`config.mk`:
```
export PLATFORM = sky130hd
export DESIGN_NAME = lprip_map
export DESIGN_NICKNAME = d
export VERILOG_FILES = /design/src/rtl/lprip_pkg.sv /design/src/rtl/lprip_map.sv
export SDC_FILE = /design/constraint.sdc
export NUM_CORES = 1
export LEC_CHECK = 0
export BUFFER_PORTS_ARGS = -buffer_cell sky130_fd_sc_hd__buf_2
export CAP_MARGIN = 5
export CORE_UTILIZATION = 60
export DETAILED_ROUTE_END_ITERATION = 10
export PLACE_DENSITY = 0.83
export SKIP_CTS_REPAIR_TIMING = 1
export SYNTH_ARGS = -nofsm -noshare
export SYNTH_HDL_FRONTEND = slang
export SYNTH_SLANG_ARGS = --single-unit
export TNS_END_PERCENT = 50
```
`constraint.sdc`:
```
create_clock -name clk -period 11.4 [get_ports clk]
set_input_delay 1.71 -clock clk [delete_from_list [all_inputs] [get_ports clk]]
set_output_delay 1.71 -clock clk [all_outputs]
set_load 0.01 [all_outputs]
```
`src/rtl/lprip_pkg.sv`:
```
// ----------------------------------------------------------------------------
// Lidar range image projection package
// Shared widths, constants, the arctangent table and the structs that travel
// down the cell chains.
// ----------------------------------------------------------------------------
package lprip_pkg;

    // Field and datapath widths.
    localparam int COORD_W      = 24;
    localparam int DIFF_W       = 25;
    localparam int SQ_W         = 49;
    localparam int RAD_W        = 64;
    localparam int ROOT_STEPS   = 32;
    localparam int CORDIC_STEPS = 30;
    localparam int CORDIC_W     = 58;
    localparam int ANGLE_W      = 32;
    localparam int COL_W        = 11;
    localparam int ROW_W        = 11;
    localparam int RANGE_W      = 25;
    localparam int CFG_IDX_W    = 2;

    // Parameter defaults.
    localparam int IMAGE_COLUMNS_DEF = 2048;
    localparam int IMAGE_ROWS_DEF    = 1024;

    // Saturation limit of the range output.
    localparam logic [RANGE_W-1:0] RANGE_MAX = 25'd29058990;

    // Configuration register indexes.
    localparam logic [CFG_IDX_W-1:0] REG_ORIGIN_X = 2'd0;
    localparam logic [CFG_IDX_W-1:0] REG_ORIGIN_Y = 2'd1;
    localparam logic [CFG_IDX_W-1:0] REG_ORIGIN_Z = 2'd2;

    // Angles in units of 2^-32 of a full turn.
    localparam logic [ANGLE_W-1:0] QUARTER_TURN       = 32'h4000_0000;
    localparam logic [ANGLE_W-1:0] HALF_TURN          = 32'h8000_0000;
    localparam logic [ANGLE_W-1:0] THREE_QUARTER_TURN = 32'hC000_0000;

    // Arctangent of 2^-i, rounded, in turn units.
    function automatic logic [ANGLE_W-1:0] atan_entry(input int unsigned idx);
        logic [ANGLE_W-1:0] val;
        case (idx)
            0:       val = 32'd536870912;
            1:       val = 32'd316933406;
            2:       val = 32'd167458907;
            3:       val = 32'd85004756;
            4:       val = 32'd42667331;
            5:       val = 32'd21354465;
            6:       val = 32'd10679838;
            7:       val = 32'd5340245;
            8:       val = 32'd2670163;
            9:       val = 32'd1335087;
            10:      val = 32'd667544;
            11:      val = 32'd333772;
            12:      val = 32'd166886;
            13:      val = 32'd83443;
            14:      val = 32'd41722;
            15:      val = 32'd20861;
            16:      val = 32'd10430;
            17:      val = 32'd5215;
            18:      val = 32'd2608;
            19:      val = 32'd1304;
            20:      val = 32'd652;
            21:      val = 32'd326;
            22:      val = 32'd163;
            23:      val = 32'd81;
            24:      val = 32'd41;
            25:      val = 32'd20;
            26:      val = 32'd10;
            27:      val = 32'd5;
            28:      val = 32'd3;
            29:      val = 32'd1;
            default: val = '0;
        endcase
        return val;
    endfunction

    // Translated point carried beside the square root chain.
    typedef struct packed {
        logic signed [DIFF_W-1:0] dx;
        logic signed [DIFF_W-1:0] dy;
        logic signed [DIFF_W-1:0] dz;
        logic                     zero;
    } side_t;

    // Two square root lanes: a gives the range, b the horizontal distance.
    typedef struct packed {
        logic [RAD_W-1:0] n_a;
        logic [RAD_W-1:0] r_a;
        logic [RAD_W-1:0] n_b;
        logic [RAD_W-1:0] r_b;
    } root_t;

    // Two rotation lanes: a gives the azimuth, e the elevation.
    typedef struct packed {
        logic signed [CORDIC_W-1:0] u_a;
        logic signed [CORDIC_W-1:0] v_a;
        logic [ANGLE_W-1:0]         acc_a;
        logic signed [CORDIC_W-1:0] u_e;
        logic signed [CORDIC_W-1:0] v_e;
        logic [ANGLE_W-1:0]         acc_e;
    } rot_t;

    // Range and zero flag carried beside the rotation chain.
    typedef struct packed {
        logic [RANGE_W-1:0] rng;
        logic               zero;
    } meta_t;

endpackage

```
`src/rtl/lprip_map.sv`:
```
// ----------------------------------------------------------------------------
// Pixel mapping stages
// Turns azimuth and elevation angles into a column and a row, over five
// registered stages; the last stage is the output register.
// ----------------------------------------------------------------------------
module lprip_map #(
    parameter int IMAGE_COLUMNS = lprip_pkg::IMAGE_COLUMNS_DEF,
    parameter int IMAGE_ROWS    = lprip_pkg::IMAGE_ROWS_DEF
) (
    input  logic                            clk,
    input  logic                            rst_n,
    input  logic                            en,
    input  logic                            valid_in,
    input  logic [lprip_pkg::ANGLE_W-1:0]   yaw,
    input  logic [lprip_pkg::ANGLE_W-1:0]   elev,
    input  lprip_pkg::meta_t                meta_in,
    output logic                            valid_out,
    output logic [lprip_pkg::COL_W-1:0]     pixel_column,
    output logic [lprip_pkg::ROW_W-1:0]     pixel_row,
    output logic [lprip_pkg::RANGE_W-1:0]   range_value,
    output logic                            zero_range
);

    localparam logic [13:0] COLS_K  = 14'(IMAGE_COLUMNS);
    localparam logic [13:0] ROWS_K  = 14'(IMAGE_ROWS);
    localparam logic [20:0] RECIP_K = 21'((64'd1 << 28) / 180);
    localparam logic signed [29:0] PITCH_OFS = 30'sd93323264;   // 89 degrees
    localparam logic signed [29:0] PITCH_HALF = 30'sd188743680; // 180 degrees

    logic [4:0]  valid_reg;
    logic [45:0] col_prod;
    logic [40:0] ep_next;
    logic [40:0] ep_reg;
    logic [40:0] ep_shift;
    logic signed [29:0] p_raw;
    logic signed [29:0] p_wrap;
    logic signed [29:0] p_fold;
    logic [27:0] p_reg;
    logic [40:0] num_next;
    logic [40:0] num_reg;
    logic [41:0] qa_prod;
    logic [20:0] q0_reg;
    logic [13:0] qa_reg;
    logic        lowz_reg;
    logic [21:0] qa_times;
    logic [21:0] rem;
    logic [13:0] qa_fix;
    logic [21:0] rem_fix;
    logic [13:0] quot;
    logic [13:0] row_full;
    logic [lprip_pkg::COL_W-1:0]   col_reg [0:3];
    logic [lprip_pkg::RANGE_W-1:0] rng_reg [0:3];
    logic [3:0]                    zero_reg;
    logic [lprip_pkg::COL_W-1:0]   col_out_reg;
    logic [lprip_pkg::ROW_W-1:0]   row_out_reg;
    logic [lprip_pkg::RANGE_W-1:0] rng_out_reg;
    logic                          zero_out_reg;

    // Column product and pitch scaling.
    always_comb
    begin
        col_prod = yaw * COLS_K;
        ep_next  = $signed({{9{elev[lprip_pkg::ANGLE_W-1]}}, elev}) * 41'sd360;
    end

    // Pitch offset and wrap into half a turn.
    always_comb
    begin
        ep_shift = $signed(ep_reg) >>> 12;
        p_raw    = $signed(ep_shift[29:0]) + PITCH_OFS;
        p_wrap   = p_raw[29] ? p_raw + PITCH_HALF : p_raw;
        p_fold   = (p_wrap >= PITCH_HALF) ? p_wrap - PITCH_HALF : p_wrap;
        num_next = p_reg * ROWS_K;
        qa_prod  = num_reg[40:20] * RECIP_K;
    end

    // Quotient correction and rounding up.
    always_comb
    begin
        qa_times = qa_reg * 8'd180;
        rem      = {1'b0, q0_reg} - qa_times;
        if (rem >= 22'd180)
        begin
            qa_fix  = qa_reg + 14'd1;
            rem_fix = rem - 22'd180;
        end
        else
        begin
            qa_fix  = qa_reg;
            rem_fix = rem;
        end
        quot     = qa_fix + {13'd0, (rem_fix != '0) || lowz_reg};
        row_full = ROWS_K - quot;
    end

    // Stage valid flags.
    always_ff @(posedge clk or negedge rst_n)
    begin
        if (!rst_n)
        begin
            valid_reg <= '0;
        end
        else if (en)
        begin
            valid_reg <= {valid_reg[3:0], valid_in};
        end
    end

    // Stage payloads.
    always_ff @(posedge clk)
    begin
        if (en)
        begin
            col_reg[0]  <= col_prod[42:32];
            ep_reg      <= ep_next;
            rng_reg[0]  <= meta_in.rng;
            zero_reg[0] <= meta_in.zero;

            p_reg       <= p_fold[27:0];
            col_reg[1]  <= col_reg[0];
            rng_reg[1]  <= rng_reg[0];
            zero_reg[1] <= zero_reg[0];

            num_reg     <= num_next;
            col_reg[2]  <= col_reg[1];
            rng_reg[2]  <= rng_reg[1];
            zero_reg[2] <= zero_reg[1];

            q0_reg      <= num_reg[40:20];
            qa_reg      <= qa_prod[41:28];
            lowz_reg    <= num_reg[19:0] != '0;
            col_reg[3]  <= col_reg[2];
            rng_reg[3]  <= rng_reg[2];
            zero_reg[3] <= zero_reg[2];

            col_out_reg  <= zero_reg[3] ? '0 : col_reg[3];
            row_out_reg  <= zero_reg[3] ? '0 : row_full[lprip_pkg::ROW_W-1:0];
            rng_out_reg  <= zero_reg[3] ? '0 : rng_reg[3];
            zero_out_reg <= zero_reg[3];
        end
    end

    assign valid_out    = valid_reg[4];
    assign pixel_column = col_out_reg;
    assign pixel_row    = row_out_reg;
    assign range_value  = rng_out_reg;
    assign zero_range   = zero_out_reg;

endmodule

```
# ---- Word level (Yosys, flattened, before mapping)
# Memories as Yosys holds them, arrays and structs flattened. A register that Yosys moved wholly into a read port is not among the register bits.
# Cells that the tools add are included.
# Widths: inputs -> output; s select.
dict set report classes {
  add_sub_neg 8
  n_mul 3
  n_lt_le_gt_ge 2
  n_mux 6
  n_reduce_logical 3
}
# cell count
set ops {}
lappend ops {{$mul 32x7->38 const B} 1}
lappend ops {{$mul 18x19->37 const B} 1}
lappend ops {{$add 29x28->30 const B} 1}
lappend ops {{$add 30x29->30 const B} 1}
lappend ops {{$ge 30x29->1 const B} 1}
lappend ops {{$mux 30} 1}
lappend ops {{$mux 28} 1}
lappend ops {{$sub 28x28->28 const B} 1}
lappend ops {{$ge 22x8->1 const B} 1}
lappend ops {{$mux 22} 1}
lappend ops {{$reduce_bool 22->1} 1}
lappend ops {{$sub 18x22->22} 1}
lappend ops {{$sub 22x8->22 const B} 1}
lappend ops {{$reduce_bool 20->1} 1}
lappend ops {{$mul 11x6->17 const B} 1}
lappend ops {{$add 11x1->11} 1}
lappend ops {{$add 11x1->11 const B} 1}
lappend ops {{$mux 11} 1}
lappend ops {{$sub 11x11->11 const A} 1}
lappend ops {{$mux 1} 2}
lappend ops {{$logic_or 1x1->1} 1}
dict set report totals {
  register_bits 145
  mem_bits_rw 144
  in_bits 94
  out_inout_bits 49
  word_cells 34
  memories 2
}
# name words word_bits rd rd_ports_with_merged_regs write_ports line
set mem_list {}
lappend mem_list {rng_reg 4 25 4 1 4 lprip_map.sv:52} ;# logic [lprip_pkg::RANGE_W-1:0] rng_reg [0:3];
lappend mem_list {col_reg 4 11 4 1 4 lprip_map.sv:51} ;# logic [lprip_pkg::COL_W-1:0] col_reg [0:3];

# ---- Depth between registers and ports, before layout
dict set report logic_depth {
  ltp_word 8
  ltp_mapped 40
  depth_no_buf 40
}

# ---- Worst setup path after synthesis
# Ideal clock, no wire load.
dict set report synth_path {
  path_kind {register to register}
  start {reg qa_reg[1]}
  end {reg row_out_reg (netlist bit pixel_row[10]) (data pin)}
  setup_ns 0.260
  arrival_ns 7.017
  required_time_ns 11.140
  path_slack_ns 4.123
  path_stages_with_launch 38
  path_buffers 0
  period_less_slack_ns 7.277
  path_cell_list {edfxtp_1 > ha_1 > xor2_1 > ha_1 > inv_1 > fa_1 > inv_1 > ha_1 > a21oi_1 > o21bai_1 > a21oi_1 > o21bai_1 > a21oi_1 > nor2b_1 > o21a_1 > nor2_1 > xor2_1 > ha_1 > (+2 left out) > a31oi_4 > nand2b_1 > a221o_1 > a211oi_1 > nand2_1 > and2_1 > xnor2_1 > ha_1 > a211o_1 > a21o_1 > a21oi_1 > o21bai_1 > a21oi_1 > o21bai_1 > a21oi_1 > xnor2_1 > nor2b_1 > mux2_2}
}
dict set report synth_between {
  elab_chain_cells 8
  word_cells_on_any_way 11
}
# item line
set synth_lines {}
lappend synth_lines {{start, declared} lprip_map.sv:43} ;# logic [13:0] qa_reg;
lappend synth_lines {{start signal, assigned} lprip_map.sv:130} ;# qa_reg <= qa_prod[41:28];
lappend synth_lines {{$mul 11x6->17} lprip_map.sv:80} ;# qa_times = qa_reg * 8'd180;
lappend synth_lines {{$sub 18x22->22} lprip_map.sv:81} ;# rem = {1'b0, q0_reg} - qa_times;
lappend synth_lines {{$sub 22x8->22 or $ge 22x8->1 (tied branches)} {lprip_map.sv:85, lprip_map.sv:82}}
lappend synth_lines {{$mux 22} lprip_map.sv:82} ;# if (rem >= 22'd180)
lappend synth_lines {{$reduce_bool 22->1} lprip_map.sv:92} ;# quot = qa_fix + {13'd0, (rem_fix != '0) || lowz_reg};
lappend synth_lines {{$logic_or 1x1->1} lprip_map.sv:92}
lappend synth_lines {{$add 11x1->11 *} lprip_map.sv:92}
lappend synth_lines {{$sub 11x11->11 *} lprip_map.sv:93} ;# row_full = ROWS_K - quot;
lappend synth_lines {{end signal, assigned} lprip_map.sv:137} ;# row_out_reg <= zero_reg[3] ? '0 : row_full[lprip_pkg::ROW_W-1:0];
lappend synth_lines {{end, declared} lprip_map.sv:55} ;# logic [lprip_pkg::ROW_W-1:0] row_out_reg;
# Mark *: on every way between the ends. The rest lies on a longest branch, timed or not.
# A chain may end at the register's enable or synchronous reset.

# ---- Final worst setup path
dict set report layout_path {
  start {reg qa_reg[3]}
  end {reg row_out_reg (netlist bit pixel_row[10]) (data pin)}
}
# Same word-level chain as after synthesis.

==> results.ini <==
[synthesis]
synth_top_area_share_pct=43.6
yosysMostFrequentCell=inv_1
yosys-top-cells-area=edfxtp_1 44%, ha_1 17%, fa_1 15%, inv_1 6.2%, xnor2_1 2.7%
synth_top_family_by_area=adder cells
muxShareOfSynthArea_pct=0.503
ys_top_cells_by_count=353 x inv_1, 311 x edfxtp_1, 293 x ha_1, 157 x fa_1, 75 x nor2_1
yosys.area.top_type=edfxtp_1
netlist_area_um2=21400
synth_fa_ha_area_share_pct=31.8
yosys_warnings=0
synthDistinctLibCells=74
synth_edf_count=311
synth_xor_area_share_pct=4.30
ys_ff_latch=316
syn_inst=1696
yosys.area_share.simple_pct=6.26
avgSynthCellArea_um2=12.6
synth_top_flop_cell=edfxtp_1
synth_compound_area_share_pct=6.59
synth-seq-area-share_pct=44.2
synth-async-reset-ratio_pct=1.58
synth_nets=2240

[worst_setup_path]
ff2ff_setup_slack_ns=3.05
critPathLaunchType=register
crit_fanout=8
slowest_delay_ns=0.53
critPathKind=register to register
crit_arrival_ns=8.63
endpoint_kind=register
critPathRequiredTime_ns=11.69
crit_top_cell=a21oi_1
slowest_stage=edfxtp_1

[cts]
htreeDepth=1
clock_sinks=316
clkTransAtPathRegs_ns=0.07
clk_latency_ns=0.58
cts_buffer_depth=3
cts_made_buffers=30
cts_tree=done
root_buffer=clkbuf_16

[route]
via_per_inst=5.33
wl_per_cell_um=16.0
drt_first_pass_iters=5
initialDrtViolationCount=654
postRouteAntennaNets=0
routed_wl_um=37100
vias=12400
drcViolationCount=0

[grt]
overflow=0
grt_pass1_wl_um=61200
track_usage_pct=21.2
grt_pass1_vias=12800
grt_max_degree=143
antenna_found_initial=2

[sta]
hold_viol=0
tns_ns=0
skew_ns=0.0440
whs_ns=0.404
period_share_pct=73.2
setup_viol=0
tightest_slew_ns=1.06
fmax_mhz=120
rsz0062_at_grt=false
drv_slew=0
relSlewSlack_pct=29.2
finalCriticalPeriod_ns=8.35

[die]
core_um2=34800
floorplan.initialDensity_pct=61.5
die_area_um2=36400
die_x_um=191
rows=68
io_pins=143
die-height_um=191

[placed_design]
dp.final_hpwl_um=29500
io_buffer_count=121
gp_congestion=0.902

[flow_run]
cap_violations=0

[layout]
final_core_util_pct=67.9
largest_register_ffs=100
syn_to_final_growth_pct=10.4
drive_above_1_share_pct=10.6
fin_nets=2389

[min_path]
hp-class=register to register

[outcome]
status=complete, no violations

==> placed cells by master, fill, tap and decap left out, types with 19 or more instances in the layout <==
| master | Yosys | layout |
|---|---|---|
| fa_1 | 157 | 157 |
| a21oi_1 | 53 | 53 |
| o21a_1 | 21 | 21 |
| inv_1 | 353 | 353 |
| o21ai_0 | 19 | 19 |
| xor2_1 | 38 | 38 |
| nor2_1 | 75 | 75 |
| nand2_1 | 26 | 26 |
| nor3_1 | 27 | 27 |
| nor2b_1 | 51 | 51 |
| xnor2_1 | 67 | 67 |
| a21o_1 | 23 | 23 |
| buf_2 | 0 | 120 |
| ha_1 | 293 | 293 |
| clkbuf_16 | 0 | 30 |
| edfxtp_1 | 311 | 311 |
==> kinds of logic after synthesis <==
logic type	Yosys count
muxes	10
DFF	316
AOI/OAI and AO/OA	200
xor gates and xnor gates	105
buffers and inverters	360
adders and majority gates	450
and+or+nand+nor	255
==> final timing paths <==
check / start / end / cells past startpoint
max: qa_reg[3]$_DFFE_PP_ / pixel_row[10]$_SDFFCE_PP0P_ / 37
min: col_reg[1][2]$_DFFE_PP_ / col_reg[2][2]$_DFFE_PP_ / 0
max reg2reg: qa_reg[3]$_DFFE_PP_ / pixel_row[10]$_SDFFCE_PP0P_ / 37
min reg2reg: col_reg[1][2]$_DFFE_PP_ / col_reg[2][2]$_DFFE_PP_ / 0
max in group asynchronous: rst_n / valid_reg[2]$_DFFE_PN0P_ / 1
min in group asynchronous: rst_n / valid_reg[3]$_DFFE_PN0P_ / 1
==> layout make-up <==
| class | count | area, um2 |
|---|---|---|
| Fill cell | 2376 | 11200 |
| Multi-Input combinational cell | 1020 | 10600 |
| Sequential cell | 316 | 9460 |
| Inverter | 353 | 1330 |
| Clock buffer | 34 | 766 |
| Timing Repair Buffer | 124 | 638 |
| Tap cell | 455 | 569 |
| Clock inverter | 22 | 275 |
| Antenna cell | 2 | 5.00 |
==> through the flow <==
step | worst slack (ns) | cells | cell area [um2]
CTS | 3.07 | 2324 | 23600
finish | 3.05 | 2326 | 23600
detailed placement | 3.10 | 2268 | 22600
floorplan | 4.12 | 1696 | 21400
global route | 2.40 | 2326 | 23600
global placement | 3.31 | 2268 | 22600
==> worst max-delay path, delay by kind of cell, from the launching register on <==
| kind | cells | cell delay, ns |
|---|---|---|
| AO/OA/AOI/OAI | 16 | 3.01 |
| XOR/XNOR | 5 | 0.79 |
| adder cells (fa/ha/maj) | 6 | 1.99 |
| buffers and inverters | 3 | 0.24 |
| flip-flops | 1 | 0.53 |
| multiplexers | 1 | 0.27 |
| AND/OR/NAND/NOR | 6 | 1.22 |
==> per-layer routing <==
layer	part of all wire, %	up-vias	routed length, um	track usage, %
met4	2.7	0	986	5.82
met5	0	-	0	0
li1	-	6116	-	-
met1	42	6003	15500	26.1
met2	53	218	19600	39.4
met3	2.8	60	1020	2.21
Power is not shown: default switching activity piles up to over one toggle a cycle in this logic, so the estimate is an artifact.
