File: src/rtl/lprip_pkg.sv
// ----------------------------------------------------------------------------
// Lidar range image projection package
// Shared widths, constants, the arctangent table and the structs that travel
// down the cell chains.
// ----------------------------------------------------------------------------
package lprip_pkg;

    // Field and datapath widths.
    localparam int COORD_W      = 24;
    localparam int DIFF_W       = 25;
    localparam int SQ_W         = 49;
    localparam int RAD_W        = 64;
    localparam int ROOT_STEPS   = 32;
    localparam int CORDIC_STEPS = 30;
    localparam int CORDIC_W     = 58;
    localparam int ANGLE_W      = 32;
    localparam int COL_W        = 11;
    localparam int ROW_W        = 11;
    localparam int RANGE_W      = 25;
    localparam int CFG_IDX_W    = 2;

    // Parameter defaults.
    localparam int IMAGE_COLUMNS_DEF = 2048;
    localparam int IMAGE_ROWS_DEF    = 1024;

    // Saturation limit of the range output.
    localparam logic [RANGE_W-1:0] RANGE_MAX = 25'd29058990;

    // Configuration register indexes.
    localparam logic [CFG_IDX_W-1:0] REG_ORIGIN_X = 2'd0;
    localparam logic [CFG_IDX_W-1:0] REG_ORIGIN_Y = 2'd1;
    localparam logic [CFG_IDX_W-1:0] REG_ORIGIN_Z = 2'd2;

    // Angles in units of 2^-32 of a full turn.
    localparam logic [ANGLE_W-1:0] QUARTER_TURN       = 32'h4000_0000;
    localparam logic [ANGLE_W-1:0] HALF_TURN          = 32'h8000_0000;
    localparam logic [ANGLE_W-1:0] THREE_QUARTER_TURN = 32'hC000_0000;

    // Arctangent of 2^-i, rounded, in turn units.
    function automatic logic [ANGLE_W-1:0] atan_entry(input int unsigned idx);
        logic [ANGLE_W-1:0] val;
        case (idx)
            0:       val = 32'd536870912;
            1:       val = 32'd316933406;
            2:       val = 32'd167458907;
            3:       val = 32'd85004756;
            4:       val = 32'd42667331;
            5:       val = 32'd21354465;
            6:       val = 32'd10679838;
            7:       val = 32'd5340245;
            8:       val = 32'd2670163;
            9:       val = 32'd1335087;
            10:      val = 32'd667544;
            11:      val = 32'd333772;
            12:      val = 32'd166886;
            13:      val = 32'd83443;
            14:      val = 32'd41722;
            15:      val = 32'd20861;
            16:      val = 32'd10430;
            17:      val = 32'd5215;
            18:      val = 32'd2608;
            19:      val = 32'd1304;
            20:      val = 32'd652;
            21:      val = 32'd326;
            22:      val = 32'd163;
            23:      val = 32'd81;
            24:      val = 32'd41;
            25:      val = 32'd20;
            26:      val = 32'd10;
            27:      val = 32'd5;
            28:      val = 32'd3;
            29:      val = 32'd1;
            default: val = '0;
        endcase
        return val;
    endfunction

    // Translated point carried beside the square root chain.
    typedef struct packed {
        logic signed [DIFF_W-1:0] dx;
        logic signed [DIFF_W-1:0] dy;
        logic signed [DIFF_W-1:0] dz;
        logic                     zero;
    } side_t;

    // Two square root lanes: a gives the range, b the horizontal distance.
    typedef struct packed {
        logic [RAD_W-1:0] n_a;
        logic [RAD_W-1:0] r_a;
        logic [RAD_W-1:0] n_b;
        logic [RAD_W-1:0] r_b;
    } root_t;

    // Two rotation lanes: a gives the azimuth, e the elevation.
    typedef struct packed {
        logic signed [CORDIC_W-1:0] u_a;
        logic signed [CORDIC_W-1:0] v_a;
        logic [ANGLE_W-1:0]         acc_a;
        logic signed [CORDIC_W-1:0] u_e;
        logic signed [CORDIC_W-1:0] v_e;
        logic [ANGLE_W-1:0]         acc_e;
    } rot_t;

    // Range and zero flag carried beside the rotation chain.
    typedef struct packed {
        logic [RANGE_W-1:0] rng;
        logic               zero;
    } meta_t;

endpackage

File: src/rtl/lprip_cordic_cell.sv
// ----------------------------------------------------------------------------
// Vectoring rotation cell
// One CORDIC vectoring step on the azimuth and elevation lanes. A lane whose
// second component is zero is finished and passes unchanged.
// ----------------------------------------------------------------------------
module lprip_cordic_cell #(
    parameter int STEP = 0
) (
    input  logic              clk,
    input  logic              rst_n,
    input  logic              en,
    input  logic              valid_in,
    input  lprip_pkg::rot_t   rot_in,
    input  lprip_pkg::meta_t  meta_in,
    output logic              valid_out,
    output lprip_pkg::rot_t   rot_out,
    output lprip_pkg::meta_t  meta_out
);

    localparam logic [lprip_pkg::ANGLE_W-1:0] ATAN_K = lprip_pkg::atan_entry(STEP);

    logic             valid_reg;
    lprip_pkg::rot_t  rot_reg;
    lprip_pkg::rot_t  rot_next;
    lprip_pkg::meta_t meta_reg;
    logic signed [lprip_pkg::CORDIC_W-1:0] du_a;
    logic signed [lprip_pkg::CORDIC_W-1:0] dv_a;
    logic signed [lprip_pkg::CORDIC_W-1:0] du_e;
    logic signed [lprip_pkg::CORDIC_W-1:0] dv_e;

    // Rotate each lane toward the positive first axis.
    always_comb
    begin
        du_a = rot_in.v_a >>> STEP;
        dv_a = rot_in.u_a >>> STEP;
        du_e = rot_in.v_e >>> STEP;
        dv_e = rot_in.u_e >>> STEP;
        rot_next = rot_in;
        if (rot_in.v_a != '0)
        begin
            if (!rot_in.v_a[lprip_pkg::CORDIC_W-1])
            begin
                rot_next.u_a   = rot_in.u_a + du_a;
                rot_next.v_a   = rot_in.v_a - dv_a;
                rot_next.acc_a = rot_in.acc_a + ATAN_K;
            end
            else
            begin
                rot_next.u_a   = rot_in.u_a - du_a;
                rot_next.v_a   = rot_in.v_a + dv_a;
                rot_next.acc_a = rot_in.acc_a - ATAN_K;
            end
        end
        if (rot_in.v_e != '0)
        begin
            if (!rot_in.v_e[lprip_pkg::CORDIC_W-1])
            begin
                rot_next.u_e   = rot_in.u_e + du_e;
                rot_next.v_e   = rot_in.v_e - dv_e;
                rot_next.acc_e = rot_in.acc_e + ATAN_K;
            end
            else
            begin
                rot_next.u_e   = rot_in.u_e - du_e;
                rot_next.v_e   = rot_in.v_e + dv_e;
                rot_next.acc_e = rot_in.acc_e - ATAN_K;
            end
        end
    end

    // Valid flag.
    always_ff @(posedge clk or negedge rst_n)
    begin
        if (!rst_n)
        begin
            valid_reg <= 1'b0;
        end
        else if (en)
        begin
            valid_reg <= valid_in;
        end
    end

    // Payload.
    always_ff @(posedge clk)
    begin
        if (en)
        begin
            rot_reg  <= rot_next;
            meta_reg <= meta_in;
        end
    end

    assign valid_out = valid_reg;
    assign rot_out   = rot_reg;
    assign meta_out  = meta_reg;

endmodule

File: config.mk
export PLATFORM = sky130hd
export DESIGN_NAME = lprip_cordic_cell
export DESIGN_NICKNAME = d
export VERILOG_FILES = /design/src/rtl/lprip_pkg.sv /design/src/rtl/lprip_cordic_cell.sv
export SDC_FILE = /design/constraint.sdc
export NUM_CORES = 1
export LEC_CHECK = 0
export BUFFER_PORTS_ARGS = -buffer_cell sky130_fd_sc_hd__clkbuf_2
export CORE_ASPECT_RATIO = 1.4
export CORE_UTILIZATION = 25
export CTS_BUF_LIST = sky130_fd_sc_hd__clkbuf_8 sky130_fd_sc_hd__clkbuf_16
export DETAILED_ROUTE_END_ITERATION = 12
export MAX_ROUTING_LAYER = met4
export PLACE_DENSITY = 0.43
export SLEW_MARGIN = 25
export SYNTH_ARGS = -nofsm -noshare
export SYNTH_HDL_FRONTEND = slang
export SYNTH_SLANG_ARGS = --single-unit
File: constraint.sdc
create_clock -name clk -period 0.88 [get_ports clk]
set_clock_uncertainty 0.1 [all_clocks]
set_input_delay 0.176 -clock clk [delete_from_list [all_inputs] [get_ports clk]]
set_output_delay 0.176 -clock clk [all_outputs]
set_load 0.005 [all_outputs]
Yosys cells after proc, flatten, opt, wreduce, memory -nomap -nowiden

Index checks and enable logic that the tools add are counted.

Reductions and logical operators: 2
$add $sub $neg: 10
Muxes and demuxes: 4

Operator list:

| operator                                                              | count |
|---|---|
| 148-bit 2-to-1 mux                                                    | 4 |
| 58-bit subtractor                                                     | 4 |
| 58-bit adder                                                          | 2 |
| 58-bit nonzero test                                                   | 2 |
| 32-bit by 30-bit adder with 32-bit output, second input constant      | 2 |
| 32-bit by 30-bit subtractor with 32-bit output, second input constant | 2 |

Register bits: 323
Word-level logic and storage cells: 25
Input port bits: 326

Longest topological paths before layout

Gate-level depths: netlist of run 1.

Depth in word-level cells: 3
Gate-level depth with buffers: 14
Mapped depth without buffers: 13

Worst setup path before layout of run 1

Ideal clock, no wire load.

Path kind: input port to flip-flop
Start: input port rot_in[238] (netlist name)
End: register rot_reg (netlist bit rot_out[292]) (data pin)
Stages: 12
Slack: -2.322 ns
Setup time: 0.261 ns
Required time: 0.519 ns
Arrival time: 2.841 ns
Cell sequence: inv_1 > ha_1 > fa_1 > and2b_1 > o2111ai_1 > a21oi_1 > o21ai_0 > a221oi_1 > nor3b_1 > o41ai_1 > a2111oi_0 > o311a_1

RTL lines:

| element              | RTL line                | text |
|---|---|---|
| start, declared      | lprip_cordic_cell.sv:13 | `input lprip_pkg::rot_t rot_in,` |
| end signal, assigned | lprip_cordic_cell.sv:89 | `rot_reg <= rot_next;` |
| end, declared        | lprip_cordic_cell.sv:23 | `lprip_pkg::rot_t rot_reg;` |

==> results of run 1 <==
[sequential cells by signal, indices dropped and copies added (netlist names)]
name and cells:
meta_out 26, valid_out 1, rot_out 296
[power by group through the flow]
stage,clock network (uW),registers [uW],logic [uW]
after detailed placement,0,21100,36700
after global placement,0,21100,36800
after floorplan,0,20900,15300
after global routing,19000,21000,45400
after CTS,18800,20800,40600
final,18000,20800,43000
[routing by layer]
layer,vias up,share of wire,wire (um)
li1,21000,-,-
met1,21440,0.36,77940
met2,1575,0.51,109500
met3,531,0.048,10280
met4,0,0.082,17670
met5,-,0,0
[path summary, 6_finish.rpt]
check,from,endpoint,slack (ns),depth (start not counted)
hold reg to reg,valid_out$_DFFE_PN0P_,valid_out$_DFFE_PN0P_,0.41,1
min in group asynchronous,rst_n,valid_out$_DFFE_PN0P_,0.27,3
hold / removal,en,valid_out$_DFFE_PN0P_,-0.09,3
setup reg to reg,valid_out$_DFFE_PN0P_,valid_out$_DFFE_PN0P_,0.04,1
setup / recovery,rot_in[246],rot_out[278]$_DFFE_PP_,-2.11,15
max in group asynchronous,rst_n,valid_out$_DFFE_PN0P_,0.31,3
[cell type report]
| class | count | share of cell area |
|---|---|---|
| multi-input combinational | 3335 | 0.4363 |
| timing repair buffer | 2857 | 0.3348 |
| sequential | 323 | 0.1484 |
| tap | 1793 | 0.03434 |
| inverter | 392 | 0.02484 |
| clock buffer | 43 | 0.01647 |
| clock inverter | 27 | 0.004099 |
| antenna | 20 | 0.0007661 |
[per-stage QoR]
stage          utilization  total power [uW]  TNS [ns]
2_1_floorplan            -             36180   -363.77
3_3_place_gp        0.4069             57850   -697.97
3_5_place_dp        0.4069             57720   -700.12
4_1_cts             0.4597             80160   -780.54
5_1_grt             0.4761             85410   -810.76
6_report            0.4762             81760   -783.39
[cell usage in the layout (no fill, tap or decap), drive strengths merged, types with 13 or more instances in the layout]
master,count
buf,2044
clkbuf,680
a21oi,502
nor2,404
inv,395
ha,374
edfxtp,322
o21ai,315
nand2,292
dlygate4sd3,176
xnor2,156
o21bai,115
a21o,106
nor3,97
nor4,75
o31ai,74
nand4,69
nand3,60
a211oi,50
a31oi,50
mux2i,47
o211ai,38
o21a,35
or3,35
nand2b,34
nor2b,32
a221oi,25
a21boi,22
diode,20
or4,19
and3,19
or2,16
a211o,15
and2,15
o221ai,14
clkinv,14
o22ai,14
o31a,13
xor2,13
a311oi,13
[repair_timing]
item	4_1_cts	5_1_grt
hold buffers	175	1
setup buffers	111	92
pin swaps	299	286
setup endpoints to repair	561	809
gates cloned	0	0
gates resized for setup	706	386
hold endpoints to repair	211	63
[critical path: stages]
cell and delay [ns]:
sky130_fd_sc_hd__buf_8 0.10, sky130_fd_sc_hd__ha_4 0.24, sky130_fd_sc_hd__buf_12 0.13, sky130_fd_sc_hd__or4_4 0.56, sky130_fd_sc_hd__buf_6 0.14, sky130_fd_sc_hd__o211a_4 0.26
sky130_fd_sc_hd__nor3_4 0.22, sky130_fd_sc_hd__buf_12 0.16, sky130_fd_sc_hd__o2111ai_4 0.15, sky130_fd_sc_hd__buf_4 0.17, sky130_fd_sc_hd__buf_6 0.12, sky130_fd_sc_hd__and2_4 0.15
sky130_fd_sc_hd__o211ai_1 0.21, sky130_fd_sc_hd__a21boi_1 0.11, sky130_fd_sc_hd__nor3b_2 0.37
[cell usage after synthesis (10+ instances only)]
cell                       count
sky130_fd_sc_hd__clkbuf_1    128
sky130_fd_sc_hd__ha_1        374
sky130_fd_sc_hd__nor3_1       93
sky130_fd_sc_hd__o211ai_1     36
sky130_fd_sc_hd__o211a_1      10
sky130_fd_sc_hd__and2_1       15
sky130_fd_sc_hd__o22ai_1      13
sky130_fd_sc_hd__buf_1        38
sky130_fd_sc_hd__xnor2_1     156
sky130_fd_sc_hd__nor4_1       74
sky130_fd_sc_hd__buf_2        42
sky130_fd_sc_hd__a31oi_1      49
sky130_fd_sc_hd__and3_1       19
sky130_fd_sc_hd__a21o_1      106
sky130_fd_sc_hd__a211oi_1     50
sky130_fd_sc_hd__or2_2        14
sky130_fd_sc_hd__o31ai_1      72
sky130_fd_sc_hd__a311oi_1     11
sky130_fd_sc_hd__o221ai_1     13
sky130_fd_sc_hd__mux2_2       11
sky130_fd_sc_hd__o21a_1       35
sky130_fd_sc_hd__nand2b_1     34
sky130_fd_sc_hd__mux2i_1      47
sky130_fd_sc_hd__nor2_1      403
sky130_fd_sc_hd__nor2b_1      32
sky130_fd_sc_hd__or3_1        35
sky130_fd_sc_hd__o21bai_1    115
sky130_fd_sc_hd__or4_1        19
sky130_fd_sc_hd__o21ai_0     305
sky130_fd_sc_hd__nand2_1     292
sky130_fd_sc_hd__xor2_1       13
sky130_fd_sc_hd__inv_1       382
sky130_fd_sc_hd__a21oi_1     499
sky130_fd_sc_hd__edfxtp_1    322
sky130_fd_sc_hd__a221oi_1     24
sky130_fd_sc_hd__a211o_1      15
sky130_fd_sc_hd__nand4_1      68
sky130_fd_sc_hd__o31a_1       13
sky130_fd_sc_hd__nand3_1      60
sky130_fd_sc_hd__a21boi_0     20
[kinds of logic after synthesis]
logic type / count (synthesis)
AOI/OAI and AO/OA: 1530
xor gates and xnor gates: 169
adders and majority gates: 382
buffers and inverters: 610
DFF: 323
muxes: 58
and+or+nand+nor: 1196
==> run_results.csv, run 1 <==
group,metric,value,unit
power_and_ir_drop,p_int,50470,uW
yosys,synth_enable_flop_cells,322,
global_route,number_of_antenna_violations_at_the_first_check_in_global_routing,24,
routing,drt_wl_total,215400,um
sta,period_minus_slack,2.988,ns
sta,setup_repair_after_global_routing_missed_its_margin,"yes",
yosys,yosys_most_used_dff,"sky130_fd_sc_hd__edfxtp_1",
flow_run,max-cap-violations,0,
yosys,synth-warning-count,0,
clock_network,clkSinkCount,323,
sta,worst_pin_slew,0.9876,ns
worst_setup_path,critical_path.endpoint_type,"flop",
yosys,yosys.area_share.xor_xnor,0.04288,
die,initial_utilization,0.2516,
power_and_ir_drop,cellLeakagePower,0.02961,uW
power_and_ir_drop,power.ir.vdd_worst,1275,uV
sta,report.final.hold_viol_count,42,
power_and_ir_drop,portion_of_total_power_attributed_to_the_clock_network,0.220,
finish,final.fill_count,13510,
die,floorplan.core_area,137200,um2
routing,vias_per_cell,5.068,
finish,post-route-cell-area,65330,um2
power_and_ir_drop,power-per-cell-area,1252,nW/um2
yosys,yosys.area_share.simple,0.1640,
sta,slew-limit-headroom,0.3394,
routing,detailed_route_wire_length_per_cell,24.50,um
clock_network,worstSkewPairLatency,0.64,ns
global_route,globalRouteMet3Util,0.03814,
global_route,globalRoute.busiestLayer,"met2",
yosys,ys_ff_latch,323,
routing,post-route-drc-count,0,
yosys,netlist.area_leader.share,0.2801,
yosys,asyncSetResetFlopFracSynth,0.003096,
yosys,syn-num-nets,4976,
worst_setup_path,worst-path-max-fanout,4,
yosys,synth.mux.area_fraction,0.01722,
global_route,grt_first_pass_wirelength,303300,um
power_and_ir_drop,net-switching-power,31290,uW
yosys,synth_area,34520,um2
yosys,avgSynthCellArea,8.088,um2
place,numPortBuffers,648,
global_route,global_route.usage.met1,0.3104,
hold_path,timing.hold.worst.class,"in2reg",
finish,multi_input_area,28500,um2
clock_network,clk_pin_slew_worst_paths,0.07,ns
global_route,globalRoute.totalOverflow,0,
yosys,synth_compound_gate_area_share,0.2856,
yosys,synthCells,4268,
place,dp_wirelength,179600,um
die,fp-row-count,161,
finish,regArea,9694,um2
sta,timing.hold.ws,-0.09018,ns
worst_setup_path,worst_ep_required_time,1.17,ns
power_and_ir_drop,sw_frac_of_total,0.3827,
finish,final_layout_size_suffix_gt1_frac,0.5262,
yosys,synth.distinct_cells,107,
place,place.detailed.instances,8382,
yosys,synth.top_cells.by_area,"sky130_fd_sc_hd__edfxtp_1 28%, sky130_fd_sc_hd__ha_1 14%, sky130_fd_sc_hd__a21oi_1 7.2%",
clock_network,cts-root-buf,"sky130_fd_sc_hd__clkbuf_16",
global_route,grtUsageTotal,0.3063,
outcome,outcome,"finished, violations left",
sta,timing.fmax,0.3346,GHz
clock_network,cts_made_buffers,41,
power_and_ir_drop,combPwrFrac,0.526,
global_route,groute.layer.met2.usage,0.5467,
global_route,maximum_number_of_pins_on_one_net_before_global_route_repair,72,
worst_setup_path,start_kind,"input pin",
finish,non_filler_instance_count_after_layout,8790,
sta,timing.final.ws_setup,-2.108,ns
yosys,dominant_combinational_cell_family_by_area_after_synthesis,"compound AO/OA/AOI/OAI gates",
clock_network,cts-root-to-sink-buffers,3,
yosys,synth_fa_ha_area_frac,0.1402,
sta,post-route-period-util,3.396,
routing,dr.first_iter.drc_count,2698,
routing,route.vias.total,44540,
die,die_w,316.0,um
place,dpl-instance-area,55820,um2
routing,dr.pass1.iters,5,
yosys,synth_seq_area_share,0.2808,
routing,antenna_left,0,
yosys,synthDominantAreaCellType,"sky130_fd_sc_hd__edfxtp_1",
worst_setup_path,critical_path_at,3.28,ns
place,place_ws,-3.497,ns
clock_network,tritoncts,"done",
die,die_h,441.7,um
worst_setup_path,setup.worst_path.class,"in2reg",
finish,layout-area-overhead-vs-synth,89.26,%
sta,number_of_pins_exceeding_their_max_slew_limit_in_the_final_report,0,
clock_network,htreeDepth,2,
power_and_ir_drop,seq_power_share,0.254,
die,io_pins,649,
outcome,violations,"hold timing, setup timing",
global_route,first_global_vias,45830,
die,die-area,139600,um2
place,gp_congestion,1.028,
sta,setup-violations-final,807,
finish,layout.nets,7658,
(Power assumes the default switching activity.)
==> inputs of run 2 (changes only) <==
--- a/config.mk
+++ b/config.mk
@@ -7,6 +7,7 @@
 export LEC_CHECK = 0
 export BUFFER_PORTS_ARGS = -buffer_cell sky130_fd_sc_hd__clkbuf_2
 export CORE_ASPECT_RATIO = 1.4
+export CORE_MARGIN = 2
 export CORE_UTILIZATION = 25
 export CTS_BUF_LIST = sky130_fd_sc_hd__clkbuf_8 sky130_fd_sc_hd__clkbuf_16
 export DETAILED_ROUTE_END_ITERATION = 12
==> constraint.sdc (replaced) <==
create_clock -name clk -period 3.27 [get_ports clk]
set_clock_uncertainty 0.1 [all_clocks]
set_input_delay 0.654 -clock clk [delete_from_list [all_inputs] [get_ports clk]]
set_output_delay 0.654 -clock clk [all_outputs]
set_load 0.005 [all_outputs]
==> run_results.csv, run 2 (synthesis results as in run 1) <==
group,metric,value,unit
outcome,outcome,"finished, violations left",
outcome,violations,"setup timing",
power_and_ir_drop,sw_frac_of_total,0.3857,
routing,dr.pass1.iters,6,
clock_network,cts-root-buf,"sky130_fd_sc_hd__clkbuf_16",
clock_network,htreeDepth,2,
finish,largest_reg_flops,296,
finish,multi_input_area,26170,um2
sta,period_minus_slack,3.600,ns
power_and_ir_drop,cellLeakagePower,0.02716,uW
sta,post-route-period-util,1.101,
power_and_ir_drop,power.ir.vdd_worst,397.7,uV
routing,antenna_left,0,
finish,most-common-layout-cells,"1742 x sky130_fd_sc_hd__buf_4, 593 x sky130_fd_sc_hd__clkbuf_2, 419 x sky130_fd_sc_hd__a21oi_1",
finish,post-route-cell-area,59000,um2
hold_path,timing.hold.worst.class,"in2reg",
global_route,number_of_antenna_violations_at_the_first_check_in_global_routing,15,
global_route,first_global_vias,43650,
routing,drt_wl_total,217600,um
routing,route.vias.total,42390,
die,die-area,141100,um2
routing,dr.first_iter.drc_count,2389,
die,die_w,318.0,um
power_and_ir_drop,seq_power_share,0.269,
routing,post-route-drc-count,0,
clock_network,tritoncts,"done",
sta,setup_repair_after_global_routing_missed_its_margin,"yes",
clock_network,cts-root-to-sink-buffers,3,
sta,report.final.hold_viol_count,0,
power_and_ir_drop,p_int,12940,uW
finish,final.fill_count,14280,
sta,slew-limit-headroom,0.4422,
die,floorplan.core_area,137400,um2
sta,worst_pin_slew,0.8296,ns
finish,final_layout_size_suffix_gt1_frac,0.4760,
finish,layout.nets,7271,
finish,regArea,9694,um2
clock_network,clk_pin_slew_worst_paths,0.06,ns
die,die_h,443.7,um
global_route,grtUsageTotal,0.3054,
worst_setup_path,start_kind,"input pin",
power_and_ir_drop,combPwrFrac,0.498,
sta,setup-violations-final,25,
worst_setup_path,setup.worst_path.class,"in2reg",
global_route,maximum_number_of_pins_on_one_net_before_global_route_repair,66,
global_route,grt_first_pass_wirelength,304400,um
place,dpl-instance-area,53360,um2
die,initial_utilization,0.2513,
global_route,globalRoute.totalOverflow,0,
routing,vias_per_cell,5.046,
worst_setup_path,worst-path-max-fanout,4,
finish,layout.cells.most_common,"sky130_fd_sc_hd__buf_4",
power_and_ir_drop,power-per-cell-area,356.9,nW/um2
clock_network,clkSinkCount,323,
finish,fin_util,0.4294,
clock_network,cts_made_buffers,43,
flow_run,max-cap-violations,0,
place,dp_wirelength,185800,um
power_and_ir_drop,portion_of_total_power_attributed_to_the_clock_network,0.233,
place,gp_congestion,1.030,
worst_setup_path,worst_ep_required_time,3.53,ns
sta,timing.hold.ws,0.08213,ns
worst_setup_path,critical_path.endpoint_type,"flop",
die,io_pins,649,
place,numPortBuffers,648,
die,fp-row-count,161,
sta,number_of_pins_exceeding_their_max_slew_limit_in_the_final_report,0,
finish,layout-area-overhead-vs-synth,70.92,%
power_and_ir_drop,net-switching-power,8123,uW
routing,detailed_route_wire_length_per_cell,25.90,um
clock_network,worstSkewPairLatency,0.63,ns
worst_setup_path,critical_path_at,3.86,ns
sta,timing.fmax,0.2778,GHz
sta,timing.final.ws_setup,-0.3301,ns
run 2: final timing paths:
| check | startpoint | end | slack, ns | cells past startpoint |
|---|---|---|---|---|
| min in group asynchronous | rst_n | valid_out$_DFFE_PN0P_ | 0.24 | 2 |
| max reg2reg | valid_out$_DFFE_PN0P_ | valid_out$_DFFE_PN0P_ | 2.42 | 1 |
| max | rot_in[34] | rot_out[143]$_DFFE_PP_ | -0.33 | 16 |
| max in group asynchronous | rst_n | valid_out$_DFFE_PN0P_ | 2.75 | 2 |
| min reg2reg | valid_out$_DFFE_PN0P_ | valid_out$_DFFE_PN0P_ | 0.42 | 1 |
| min | rot_in[2] | rot_out[2]$_DFFE_PP_ | 0.08 | 1 |
run 2: power groups by stage:
stage / logic [uW] / clock network [uW] / registers [uW]
after detailed placement: 9460 / 0 / 5740
after global routing: 11100 / 5220 / 5700
after global placement: 9490 / 0 / 5740
after floorplan: 3820 / 0 / 5630
after CTS: 10000 / 5130 / 5660
final: 10500 / 4910 / 5660
run 2: final cells by class:
class	count	area share
clock inverters	33	0.005153
clock buffers	43	0.01824
diodes	14	0.0005938
repair buffers	2468	0.3037
inverters	392	0.02642
multi-input cells	3335	0.4435
flip-flops and latches	323	0.1643
well taps	1793	0.03802
run 2: metrics by stage:
stage	TNS (ns)	power [uW]	cells	worst slack (ns)
after floorplan	-1.792	9448	4268	-0.2205
after global placement	-162.17	15230	8242	-1.328
after detailed placement	-156.86	15190	8242	-1.295
after CTS	-1.983	20800	8358	-0.3313
after global routing	-4.676	22040	8397	-0.3830
final	-2.292	21060	8401	-0.3301
run 2: repair_timing:
action                                 in CTS  in global routing
buffers inserted                           47                 48
hold buffers                                1                  0
endpoints found under the hold margin       1                  0
setup endpoints to repair                 132                135
gates cloned                                0                  0
pin swaps                                 145                224
resized for setup                         416                411
run 2: worst max-delay path: stages:
cell and delay [ns]:
sky130_fd_sc_hd__buf_8 0.10, sky130_fd_sc_hd__inv_4 0.05, sky130_fd_sc_hd__ha_4 0.20, sky130_fd_sc_hd__buf_12 0.13
sky130_fd_sc_hd__o21a_1 0.15, sky130_fd_sc_hd__o31a_1 0.19, sky130_fd_sc_hd__o211ai_1 0.23, sky130_fd_sc_hd__buf_4 0.16
sky130_fd_sc_hd__a31oi_4 0.12, sky130_fd_sc_hd__o211ai_1 0.48, sky130_fd_sc_hd__a31oi_1 0.16, sky130_fd_sc_hd__buf_4 0.19
sky130_fd_sc_hd__or3b_4 0.47, sky130_fd_sc_hd__a2111oi_4 0.33, sky130_fd_sc_hd__or3_1 0.16, sky130_fd_sc_hd__a31oi_1 0.08
run 2: routing by layer:
metal / global-route usage / part of all wire / vias up / wire length [um]
met3: 0.03786 / 0.041 / 376 / 8890
met5: - / 0 / - / 0
met2: 0.5546 / 0.51 / 1292 / 111500
met1: 0.3229 / 0.38 / 20550 / 83340
li1: - / - / 20170 / -
met4: 0.1605 / 0.064 / 0 / 13850
